### src/hdl/qrs_div_cell.sv
// One quotient-bit stage of the multi-lane restoring divider.
module qrs_div_cell #(
    parameter int NUMW  = 49,
    parameter int DVW   = 18,
    parameter int LANES = 4,
    parameter int SW    = 8
) (
    input  logic                        clk,
    input  logic                        rst_n,
    input  logic                        in_valid,
    input  logic [LANES-1:0][NUMW-1:0]  in_num,
    input  logic [LANES-1:0][DVW-1:0]   in_den,
    input  logic [LANES-1:0][DVW-1:0]   in_rem,
    input  logic [LANES-1:0][NUMW-1:0]  in_quo,
    input  logic [SW-1:0]               in_side,
    output logic                        out_valid,
    output logic [LANES-1:0][NUMW-1:0]  out_num,
    output logic [LANES-1:0][DVW-1:0]   out_den,
    output logic [LANES-1:0][DVW-1:0]   out_rem,
    output logic [LANES-1:0][NUMW-1:0]  out_quo,
    output logic [SW-1:0]               out_side
);

    logic                        valid_reg;
    logic [LANES-1:0][NUMW-1:0]  num_reg;
    logic [LANES-1:0][DVW-1:0]   den_reg;
    logic [LANES-1:0][DVW-1:0]   rem_reg;
    logic [LANES-1:0][NUMW-1:0]  quo_reg;
    logic [SW-1:0]               side_reg;

    logic [LANES-1:0][NUMW-1:0]  num_next;
    logic [LANES-1:0][DVW-1:0]   rem_next;
    logic [LANES-1:0][NUMW-1:0]  quo_next;

    always_comb
    begin
        logic [DVW:0] rem_t;
        logic [DVW:0] den_x;
        logic         ge;
        for (int l = 0; l < LANES; l++)
        begin
            rem_t       = {in_rem[l], in_num[l][NUMW-1]};
            den_x       = {1'b0, in_den[l]};
            ge          = (rem_t >= den_x);
            rem_next[l] = ge ? DVW'(rem_t - den_x) : DVW'(rem_t);
            num_next[l] = in_num[l] << 1;
            quo_next[l] = {in_quo[l][NUMW-2:0], ge};
        end
    end

    always_ff @(posedge clk or negedge rst_n)
    begin
        if (!rst_n)
        begin
            valid_reg <= 1'b0;
        end
        else
        begin
            valid_reg <= in_valid;
        end
    end

    always_ff @(posedge clk)
    begin
        num_reg  <= num_next;
        den_reg  <= in_den;
        rem_reg  <= rem_next;
        quo_reg  <= quo_next;
        side_reg <= in_side;
    end

    assign out_valid = valid_reg;
    assign out_num   = num_reg;
    assign out_den   = den_reg;
    assign out_rem   = rem_reg;
    assign out_quo   = quo_reg;
    assign out_side  = side_reg;

endmodule

### config.mk
export PLATFORM = sky130hd
export DESIGN_NAME = qrs_div_cell
export DESIGN_NICKNAME = d
export VERILOG_FILES = /design/src/hdl/qrs_div_cell.sv
export SDC_FILE = /design/constraint.sdc
export NUM_CORES = 1
export LEC_CHECK = 0
export ABC_CLOCK_PERIOD_IN_PS = 800
export BUFFER_PORTS_ARGS = -buffer_cell sky130_fd_sc_hd__buf_2
export CAP_MARGIN = 10
export CORE_AREA = 2 2 427 429
export CTS_BUF_LIST = sky130_fd_sc_hd__clkbuf_8
export CTS_CLUSTER_DIAMETER = 40
export DETAILED_ROUTE_END_ITERATION = 10
export DIE_AREA = 0 0 429 431
export HOLD_SLACK_MARGIN = 0.1
export PLACE_DENSITY = 0.3
export SYNTH_ARGS = -nofsm -noshare
export SYNTH_HDL_FRONTEND = slang
export SYNTH_SLANG_ARGS = --single-unit
### constraint.sdc
create_clock -name clk -period 0.8 [get_ports clk]
set_input_delay 0.04 -clock clk [delete_from_list [all_inputs] [get_ports clk]]
set_output_delay 0.04 -clock clk [all_outputs]
set_load 0.05 [all_outputs]
-- Word-level counts from Yosys, hierarchy flattened
Index checks and enable logic that the tools add are counted.
W data, S select, Z words.
- bits in latches: 0
- memories kept: 0
- bits of input ports: 547
- bits in read-only memories: 0
- register bits: 541
- output and inout bits: 545
- word-level logic and storage cells: 30
- bits in writable memories: 0
- eq/ne operators: 0
- multipliers: 0
- divide/modulo/power cells: 0
- order comparisons: 4
- muxes and demuxes: 4
- add/sub/neg operators: 4
- reductions and logical operators: 0
- bitwise operators: 0
- shift-type cells: 0
- operator list (cell ; count):
    $ge A19 B18 Y1 ; 4
    $mux W18 ; 4
    $sub A18 B18 Y18 ; 4

-- Longest topological paths before layout
- depth in word-level cells: 2
- gate-level depth with buffers: 11
- mapped depth without buffers: 11

-- Least setup slack after synthesis
Ideal clock, no wire load.
- kind: input-to-reg
- start: in in_den[37] (netlist bit)
- end: reg rem_reg (netlist bit out_rem[45])
- required time: 0.679 ns
- setup time: 0.121 ns
- buffers on the path: 2
- slack: -1.520 ns
- arrival time: 2.198 ns
- cell stages on the path: 11
- cells stage by stage: inv_1 ha_1 nor2b_1 o31a_1 o41ai_4 o221a_4 o41ai_1 a31o_1 buf_6 buf_12 mux2_4
- RTL lines (element ; RTL line ; text):
    from (decl) ; 12 ; input logic [LANES-1:0][DVW-1:0] in_den,
    to (signal assigned) ; 67 ; rem_reg <= rem_next;
    to (decl) ; 27 ; logic [LANES-1:0][DVW-1:0] rem_reg;

==> results.md <==
* PwrDens at between 2000 and 2500 nW/um2
* Drt drc at 0
* Final core occ at 26.8%
* Via Count at about 20000
* TritonRoute pass-1 iters at 5
* CP arrival at 2.42 ns
* Finish-stage setup viols at 617
* Min-delay worst type: input pin to register
* Cell row count at roughly 160
* WHS Endpoint: out_den[19]
* Die X at 429 um
* CTS buffer count at approximately 150
* Area grow syn2layout at 206%
* Root buffer cell: clkbuf_8
* #FFs+latches synth at 541
* Maximum VDD drop at 1.24 mV
* CTS HTree Levels at 4
* Post-route ant nets at 0
* Critical Path Fanout Max at 6
* Final nets at 4353
* Dpl cell area at 29100 um2
* Top-Level Pins at 1092
* Rel. slew slack at between 60% and 70%
* Global-route wire length before repair at 170000 um
* Yosys top cell by area: dfxtp_1
* Cell with the most instances after synthesis: dfxtp_1
* Vias in the first global route at 21000
* Ranking of synthesized cells by area: dfxtp_1, ha_1, mux2_2, inv_1, xnor2_1
* Fin crit period at 1.67 ns
* Initial Util at 8.75%
* I/O Buffers at 1083
* Fin crit share at 209%
* Top cells by count, synth: dfxtp_1, inv_1, ha_1
* Gpl congestion at around 0.91
* CTS max path bufs at 3
* Failing checks: hold timing, setup timing
* Share of the synthesized area in the top cell type at between 60 and 70%
* Post-route cell area at 48300 um2
* Synth Cell Area at 15800 um2
* Die Y at 431 um
* Detailed-route wire length per cell at 20.9 um
* CP required at between 1.5 and 2 ns
* Clk pin slew, worst setup/hold paths at 0.06 ns
* Beginning of the worst hold path: in_den[19]
* Synthesized instance count at approximately 1200
* Fmax at 598 MHz
* RSZ-0062 raised after global routing: yes
* Initial DRC count at 658
* Initial antenna violation count at 78
* Worst-margin pin slew at around 0.51 ns
* Post-synthesis sequential area ratio at a little under 70%
* Core area at 180000 um2
* Final Hold Viols at 102
* Post-synthesis area per instance at 12.7 um2
* Startpoint Class: input pin
* Status: finished, violations left
* Sink Count at approximately 540
* Die ar. at 185000 um2
* Routed WL at ~130000 um
* Hold Crit Depth at 1
* Main flop type after synthesis: dfxtp_1
* Gr usage total at 13.5%
* Final worst slack at -0.871 ns
* Synth unique cells at 68
* Vias/cell at 3.17
* Max Cap Violations at 0
* Slew Viols, Final at 0
* Largest net degree at the start of global routing at 21
* WS Path Type: input pin to register
* Hold WS at -0.731 ns
* Overflow after GRT at 0
* Detailed placement HPWL at 107000 um
* Fraction of layout cells with a size suffix above 1 at 64.8%
* Post-synth EDFFs at 0
* CTS tree: done
* Yosys warns at 0
* CP Capture Type: register
* Lkg Pwr at 21.1 nW
* Async SR Flop Fraction at 0.185%
[where the power goes]
group	switching [W]	leakage (nW)	total [W]	internal [W]
combinational	0.0144	14.8	0.0292	0.0147
clock	0.0167	1.72	0.0403	0.0236
sequential	0.00204	4.60	0.0315	0.0294
total	0.0332	21.1	0.101	0.0677
[placed cells by master (no fill, tap or decap), types with 72 or more instances in the layout]
master,instances
dfxtp_2,449
buf_12,132
buf_8,375
buf_6,98
clkbuf_8,166
inv_1,72
buf_2,501
buf_4,313
dfxtp_4,91
dlygate4sd3_1,940
[area by class of cell]
class,count,area (um2)
diodes,19,47.5
fillers,18900,132000
multi-input cells,578,6040
repair buffers,2365,23800
clock buffers,166,2280
inverters,97,473
well taps,2370,2970
flip-flops and latches,541,11700
clock inverters,100,950
[through the flow]
step | setup TNS (ns) | std cells | total power [W] | setup slack (ns) | hold WS [ns]
finish | -369.13 | 6236 | 0.101 | -0.871 | -0.731
global route | -434.75 | 6234 | 0.106 | -0.817 | -0.844
CTS | -471.14 | 6204 | 0.102 | -0.862 | -0.911
detailed placement | -112.26 | 4995 | 0.0520 | -1.73 | -0.170
global placement | -111.25 | 4995 | 0.0521 | -1.80 | -0.171
floorplan | -88.59 | 1245 | 0.0415 | -1.45 | -0.256
[layer usage]
layer	GRT usage, %	wire length (um)
met5	0	54
met4	4.50	4170
met3	4.63	9700
met2	21.8	60600
met1	16.7	55700
[state kept, by name, summed over array words and instances, names as in the netlist]
name       count
out_den       72
out_valid      1
out_quo      196
out_num      192
out_side       8
out_rem       72
[worst max-delay path, stage by stage]
cell	delay, ns
buf_2	0.08
dlygate4sd3_1	0.59
inv_2	0.07
ha_4	0.30
nand3_1	0.15
o41ai_4	0.36
a31o_4	0.25
buf_12	0.11
buf_12	0.12
mux2_2	0.34
[worst max path at each step]
stage                           start     endpoint  slack [ns]  cells after the start
final                      in_den[43]  out_rem[38]       -0.87                     10
after global routing      out_side[7]  out_side[7]       -0.82                      1
after CTS                 out_side[7]  out_side[7]       -0.86                      1
after detailed placement  in_num[195]  out_rem[68]       -1.73                     12
after global placement    in_num[195]  out_rem[68]       -1.80                     12
after floorplan            in_den[64]  out_rem[64]       -1.45                     11
[what timing repair did]
item | in CTS | in global routing
setup endpoints to repair | 617 | 617
endpoints found under the hold margin | 542 | 131
buffers inserted | 14 | 23
pin swaps | 22 | 103
gates resized for setup | 1939 | 320
hold buffers | 949 | 42
cloned | 3 | 4
[kinds of logic after synthesis]
family / Yosys count / share of synthesized area (%)
flops: 541 / 68.7
buf+inv: 126 / 3.36
compound gates: 213 / 8.90
fa+ha+maj: 76 / 6.22
mux: 58 / 4.28
xor+xnor: 56 / 3.11
other cells: 1 / 0.0238
simple gates: 171 / 5.38
Power figures use the tool's default switching activity.
