[src/hdl/qrs_sqrt_cell.sv]
// One bit stage of the pipelined integer square root.
module qrs_sqrt_cell #(
    parameter int RB = 33,
    parameter int SW = 8
) (
    input  logic              clk,
    input  logic              rst_n,
    input  logic              in_valid,
    input  logic [2*RB-1:0]   in_x,
    input  logic [RB+1:0]     in_rem,
    input  logic [RB-1:0]     in_root,
    input  logic [SW-1:0]     in_side,
    output logic              out_valid,
    output logic [2*RB-1:0]   out_x,
    output logic [RB+1:0]     out_rem,
    output logic [RB-1:0]     out_root,
    output logic [SW-1:0]     out_side
);

    localparam int RW = RB + 2;

    logic              valid_reg;
    logic [2*RB-1:0]   x_reg;
    logic [RW-1:0]     rem_reg;
    logic [RB-1:0]     root_reg;
    logic [SW-1:0]     side_reg;

    logic [RW-1:0]     rem_t;
    logic [RW-1:0]     trial;
    logic              ge;
    logic [2*RB-1:0]   x_next;
    logic [RW-1:0]     rem_next;
    logic [RB-1:0]     root_next;

    always_comb
    begin
        rem_t     = {in_rem[RW-3:0], in_x[2*RB-1 -: 2]};
        trial     = {in_root, 2'b01};
        ge        = (rem_t >= trial);
        x_next    = in_x << 2;
        rem_next  = ge ? (rem_t - trial) : rem_t;
        root_next = {in_root[RB-2:0], ge};
    end

    always_ff @(posedge clk or negedge rst_n)
    begin
        if (!rst_n)
        begin
            valid_reg <= 1'b0;
        end
        else
        begin
            valid_reg <= in_valid;
        end
    end

    always_ff @(posedge clk)
    begin
        x_reg    <= x_next;
        rem_reg  <= rem_next;
        root_reg <= root_next;
        side_reg <= in_side;
    end

    assign out_valid = valid_reg;
    assign out_x     = x_reg;
    assign out_rem   = rem_reg;
    assign out_root  = root_reg;
    assign out_side  = side_reg;

endmodule

[config.mk]
export PLATFORM = sky130hd
export DESIGN_NAME = qrs_sqrt_cell
export DESIGN_NICKNAME = d
export VERILOG_FILES = /design/src/hdl/qrs_sqrt_cell.sv
export SDC_FILE = /design/constraint.sdc
export NUM_CORES = 1
export LEC_CHECK = 0
export BUFFER_PORTS_ARGS = -buffer_cell sky130_fd_sc_hd__buf_4
export CAP_MARGIN = 20
export CORE_MARGIN = 2
export CORE_UTILIZATION = 39
export DETAILED_ROUTE_END_ITERATION = 10
export GPL_ROUTABILITY_DRIVEN = 0
export GPL_TIMING_DRIVEN = 0
export PLACE_DENSITY = 0.81
export SYNTH_ARGS = -nofsm -noshare
export SYNTH_HDL_FRONTEND = slang
export SYNTH_SLANG_ARGS = --single-unit
[constraint.sdc]
create_clock -name clk -period 0.8 [get_ports clk]
set_clock_uncertainty 0.15 [all_clocks]
set_input_delay 0.16 -clock clk [delete_from_list [all_inputs] [get_ports clk]]
set_output_delay 0.16 -clock clk [all_outputs]
set_load 0.05 [all_outputs]
Yosys cells after proc, flatten, opt, wreduce, memory -nomap -nowiden
Cells that the tools add are included. W data, S select, Z words.

Flip-flop bits (word level): 141. Bits of input ports: 145. Output and inout bits: 143. Logic and storage cells: 8.

$add $sub $neg: 1. $lt $le $gt $ge: 1. Muxes and demuxes: 1.

Operators with widths (count): $ge A35 B35 Y1 (1); $mux W35 (1); $sub A35 B35 Y35 (1).

Logic depth before layout (Yosys ltp)
Depth after elaboration: 2. Depth in mapped cells: 13. Mapped depth without buffers: 11.

Worst setup path before layout
No wires, ideal clock.

Path kind: in2reg. Start: input port in_root[23]. End: register rem_reg[32], in the netlist out_rem[32]. Library setup time: 0.057 ns. Arrival time: 2.140 ns. Required time: 0.593 ns. Setup slack: -1.547 ns. Cell stages on the path: 11. Path buffers: 1. Cells stage by stage: inv_1 ha_1 clkbuf_4 a21o_1 a21oi_1 o21bai_1 a211oi_1 o21ai_0 mux2_2 nor4_1 a21o_1.

Word-level cells in the longest chain between the ends: 2.

Ends and longest elaborated chain: start: declaration (RTL line 11) `input logic [RB-1:0] in_root,`; $sub A35 B35 Y35 or $ge A35 B35 Y1 (tied branches) (RTL line 41, 39); $mux W35 * (RTL line 41) `rem_next = ge ? (rem_t - trial) : rem_t;`; named net rem_next[32] (RTL line 32) `logic [RW-1:0] rem_next;`; end signal: assignment (RTL line 60) `rem_reg <= rem_next;`; end: declaration (RTL line 24) `logic [RW-1:0] rem_reg;`.

The timed path passes the listed nets; every way through them passes the cells marked *.

Worst setup path after layout
Start: input port in_root[4]. End: register rem_reg[26], in the netlist out_rem[26].

The elaborated chain is that of the path after synthesis.

==> results.py <==
metrics = {
    "die": {
        "vertical_die_dimension_um": 122,
        "total_die_area_um2": 14800,
        "effective_utilization_at_floorplan_pct": 40.3,
        "pin_count": 288,
        "placement_rows": 42,
        "die_w_um": 122,
        "core_region_area_um2": 13400,
    },
    "critical_path": {
        "worstSetupEndpointType": "flip-flop",
        "timing_worst_setup_path_type": "in2reg",
        "cp_max_fo": 7,
        "critPathLaunch": "in_root[4]",
        "cp_arrival_ns": 3.05,
        "worst_ep_required_time_ns": 0.94,
        "start_kind": "input port",
    },
    "detailed_routing": {
        "avgViaCountPerCell": 6.28,
        "wirelength_um": 38800,
        "detailroute.via_count": 7541,
        "drt-pass1-iter-count": 7,
        "routed_wl_met2_um": 16700,
        "route.detailed.drc": 0,
        "drt-initial-drc-count": 1120,
        "top_signal_layer_used": "met5",
        "detail_route.wl_per_cell_um": 32.3,
        "m1WireLength_um": 12400,
        "drt.antenna.violating_nets": 0,
        "detailroute.wirelength.met3_um": 5250,
    },
    "hold_path": {
        "hold_path_class": "in2reg",
        "worst_hold_startpoint": "in_rem[30]",
    },
    "sta": {
        "finalHoldWorstSlack_ns": -0.202,
        "final_min_period_over_clock_period_pct": 364,
        "finalMaxSlewViolations": 0,
        "normalized_max_slew_margin_pct": 31.9,
        "max_freq_mhz": 343,
        "total_setup_violations_reported_at_the_end_of_the_flow": 177,
        "worst_pin_slew_ns": 1.01,
        "final_critical_path_setup_slack_ns": -2.12,
        "hold_violations": 26,
        "finalCriticalPeriod_ns": 2.92,
        "tns_ns": -126.69,
        "grt_setup_unrepaired": "true",
    },
    "outcome": {
        "status": "complete, but fails checks",
        "failed_checks": "hold timing, setup timing",
    },
    "final_layout": {
        "fillerInstances": 379,
        "final_util_pct": 92.3,
        "design.final.nets": 1191,
        "flow.area_growth_from_synthesis_pct": 129,
        "finalNonFillerCells": 1200,
        "diodes": 0,
        "layout-drive-gt1-share_pct": 67.3,
        "final_design_area_no_fill_um2": 12400,
    },
    "cts": {
        "total_clock_buffers_created_by_cts": 17,
        "cts.clk_slew.worst_paths_ns": 0.07,
        "ctsLongestPathBuffers": 2,
        "cts_tree": "built",
        "clk_tree_root_cell": "clkbuf_16",
        "clkSinkCount": 141,
        "clock_tree.htree_level_count": 4,
    },
    "synth": {
        "yosysWarningCount": 0,
        "mean_area_per_synthesized_cell_um2": 10.1,
        "post_synth_inst_count": 536,
        "netlist_top_cells_count": "dfxtp_1, a21oi_1, inv_1, nand2_1, ha_1",
        "synth_seq_area_share_pct": 52.4,
        "synth-edff-count": 0,
        "synth_area_leader_cell": "dfxtp_1",
        "synth.ff_latch_count": 141,
        "postSynth.asyncResetShare_pct": 0.709,
        "synth_ff_type": "dfxtp_1",
        "post_synth_num_cell_types": 64,
        "mapped_cell_area_um2": 5400,
        "netlist_top_cells_area": "dfxtp_1, ha_1, a21oi_1",
        "synthMostInstantiatedCell": "dfxtp_1",
        "netlist.area_leader.share_pct": 51.9,
    },
    "job": {
        "max-cap-violations": 0,
    },
    "pwr": {
        "post-layout-total-power_mw": 26.8,
        "power_density_nw_per_um2": 2170,
        "power.ir.vdd_worst_mv": 2.92,
        "power_leakage_nw": 5.45,
    },
    "global_routing": {
        "antenna_found_initial": 2,
        "grt_max_degree": 17,
        "grt_pass1_vias": 7051,
        "remaining_global_route_overflow": 0,
        "gr-usage-all-layers_pct": 39.6,
        "wire_length_of_the_first_global_routing_pass_um": 43300,
    },
    "place": {
        "detailedPlacementHpwl_um": 14800,
        "port_buffers": 283,
        "pre_cts_ws_ns": -2.00,
        "detailed_place.area_um2": 8400,
        "place.detailed.instances": 996,
    },
}
==> path summary, 6_finish.rpt <==
path / cells past startpoint / slack (ns) / endpoint
max: 14 / -2.12 / out_rem[26]$_DFF_P_
min in group asynchronous: 2 / -0.05 / out_valid$_DFF_PN0_
max in group asynchronous: 2 / 0.45 / out_valid$_DFF_PN0_
min: 2 / -0.20 / out_rem[32]$_DFF_P_
==> layer usage <==
layer,global-route usage (%),up-vias
met1,41.2,3457
met5,0,-
met2,67.8,868
met3,14.4,387
met4,25.1,4
li1,-,2825
==> cell usage in the layout (no fill, tap or decap), types with 4 or more instances in the layout <==
master,instances
buf_4,180
dfxtp_2,140
buf_8,126
dlygate4sd3_1,113
buf_6,33
a21oi_1,24
inv_1,23
nand2_1,23
a21oi_2,22
ha_4,21
clkbuf_16,19
xnor2_1,16
a21o_1,15
nor2_1,15
nor2_4,14
buf_12,12
ha_1,12
inv_2,11
o21ai_2,11
o21ai_0,10
xor2_1,10
nand4_1,9
nand3_1,9
inv_4,8
a21oi_4,8
nand2_4,8
o21a_1,7
nor3_1,6
nand2_2,5
inv_6,5
o211ai_1,4
o21bai_1,4
nor2_2,4
clkinvlp_4,4
==> repair_timing <==
item | 4_1_cts | 5_1_grt
resized for setup | 323 | 123
hold endpoints to repair | 141 | 30
gates cloned | 3 | 2
hold buffers | 112 | 1
setup endpoints to repair | 177 | 177
buffers inserted | 28 | 30
pin swaps | 30 | 35
==> layout make-up <==
type	instances	area, um2	area share, %
Buffer	13	200	1.62
Clock buffer	19	443	3.58
Clock inverter	13	129	1.04
Inverter	44	210	1.70
Multi-Input combinational cell	336	3230	26.1
Sequential cell	141	3000	24.3
Tap cell	176	220	1.78
Timing Repair Buffer	458	4940	39.9
==> critical path: stages <==
cell and delay, ns:
buf_4 0.12, inv_2 0.07, ha_4 0.22, nand2_1 0.09, nand2_2 0.12, o211ai_1 0.61, o211ai_2 0.25, a21oi_2 0.28
o31a_1 0.28, buf_4 0.17, buf_12 0.14, buf_12 0.15, nand2_1 0.18, o31ai_1 0.18
==> where the power goes <==
part	total [mW]	switching, mW	internal, mW	leakage, nW
Combinational	10.5	5.94	4.55	3.99
Sequential	8.27	0.495	7.78	1.19
Clock	8.03	3.60	4.43	0.269
Total	26.8	10.0	16.8	5.45
==> cell families (layout without fill, tap and decap cells) <==
logic type | after synthesis | after routing | synth area share, %
xor gates and xnor gates | 27 | 27 | 4.38
DFF | 141 | 141 | 52.4
adders and majority gates | 35 | 35 | 8.12
muxes | 1 | 1 | 0.209
buffers and inverters | 60 | 547 | 5.24
other | 1 | 2 | 0.0695
and+or+nand+nor | 124 | 124 | 11.4
AOI/OAI and AO/OA | 147 | 147 | 18.2
==> registers in the layout, summed over array words and instances (netlist names) <==
name,cells
out_root,33
out_valid,1
out_x,64
out_rem,35
out_side,8
No activity file was read; power rests on OpenSTA's default activity.
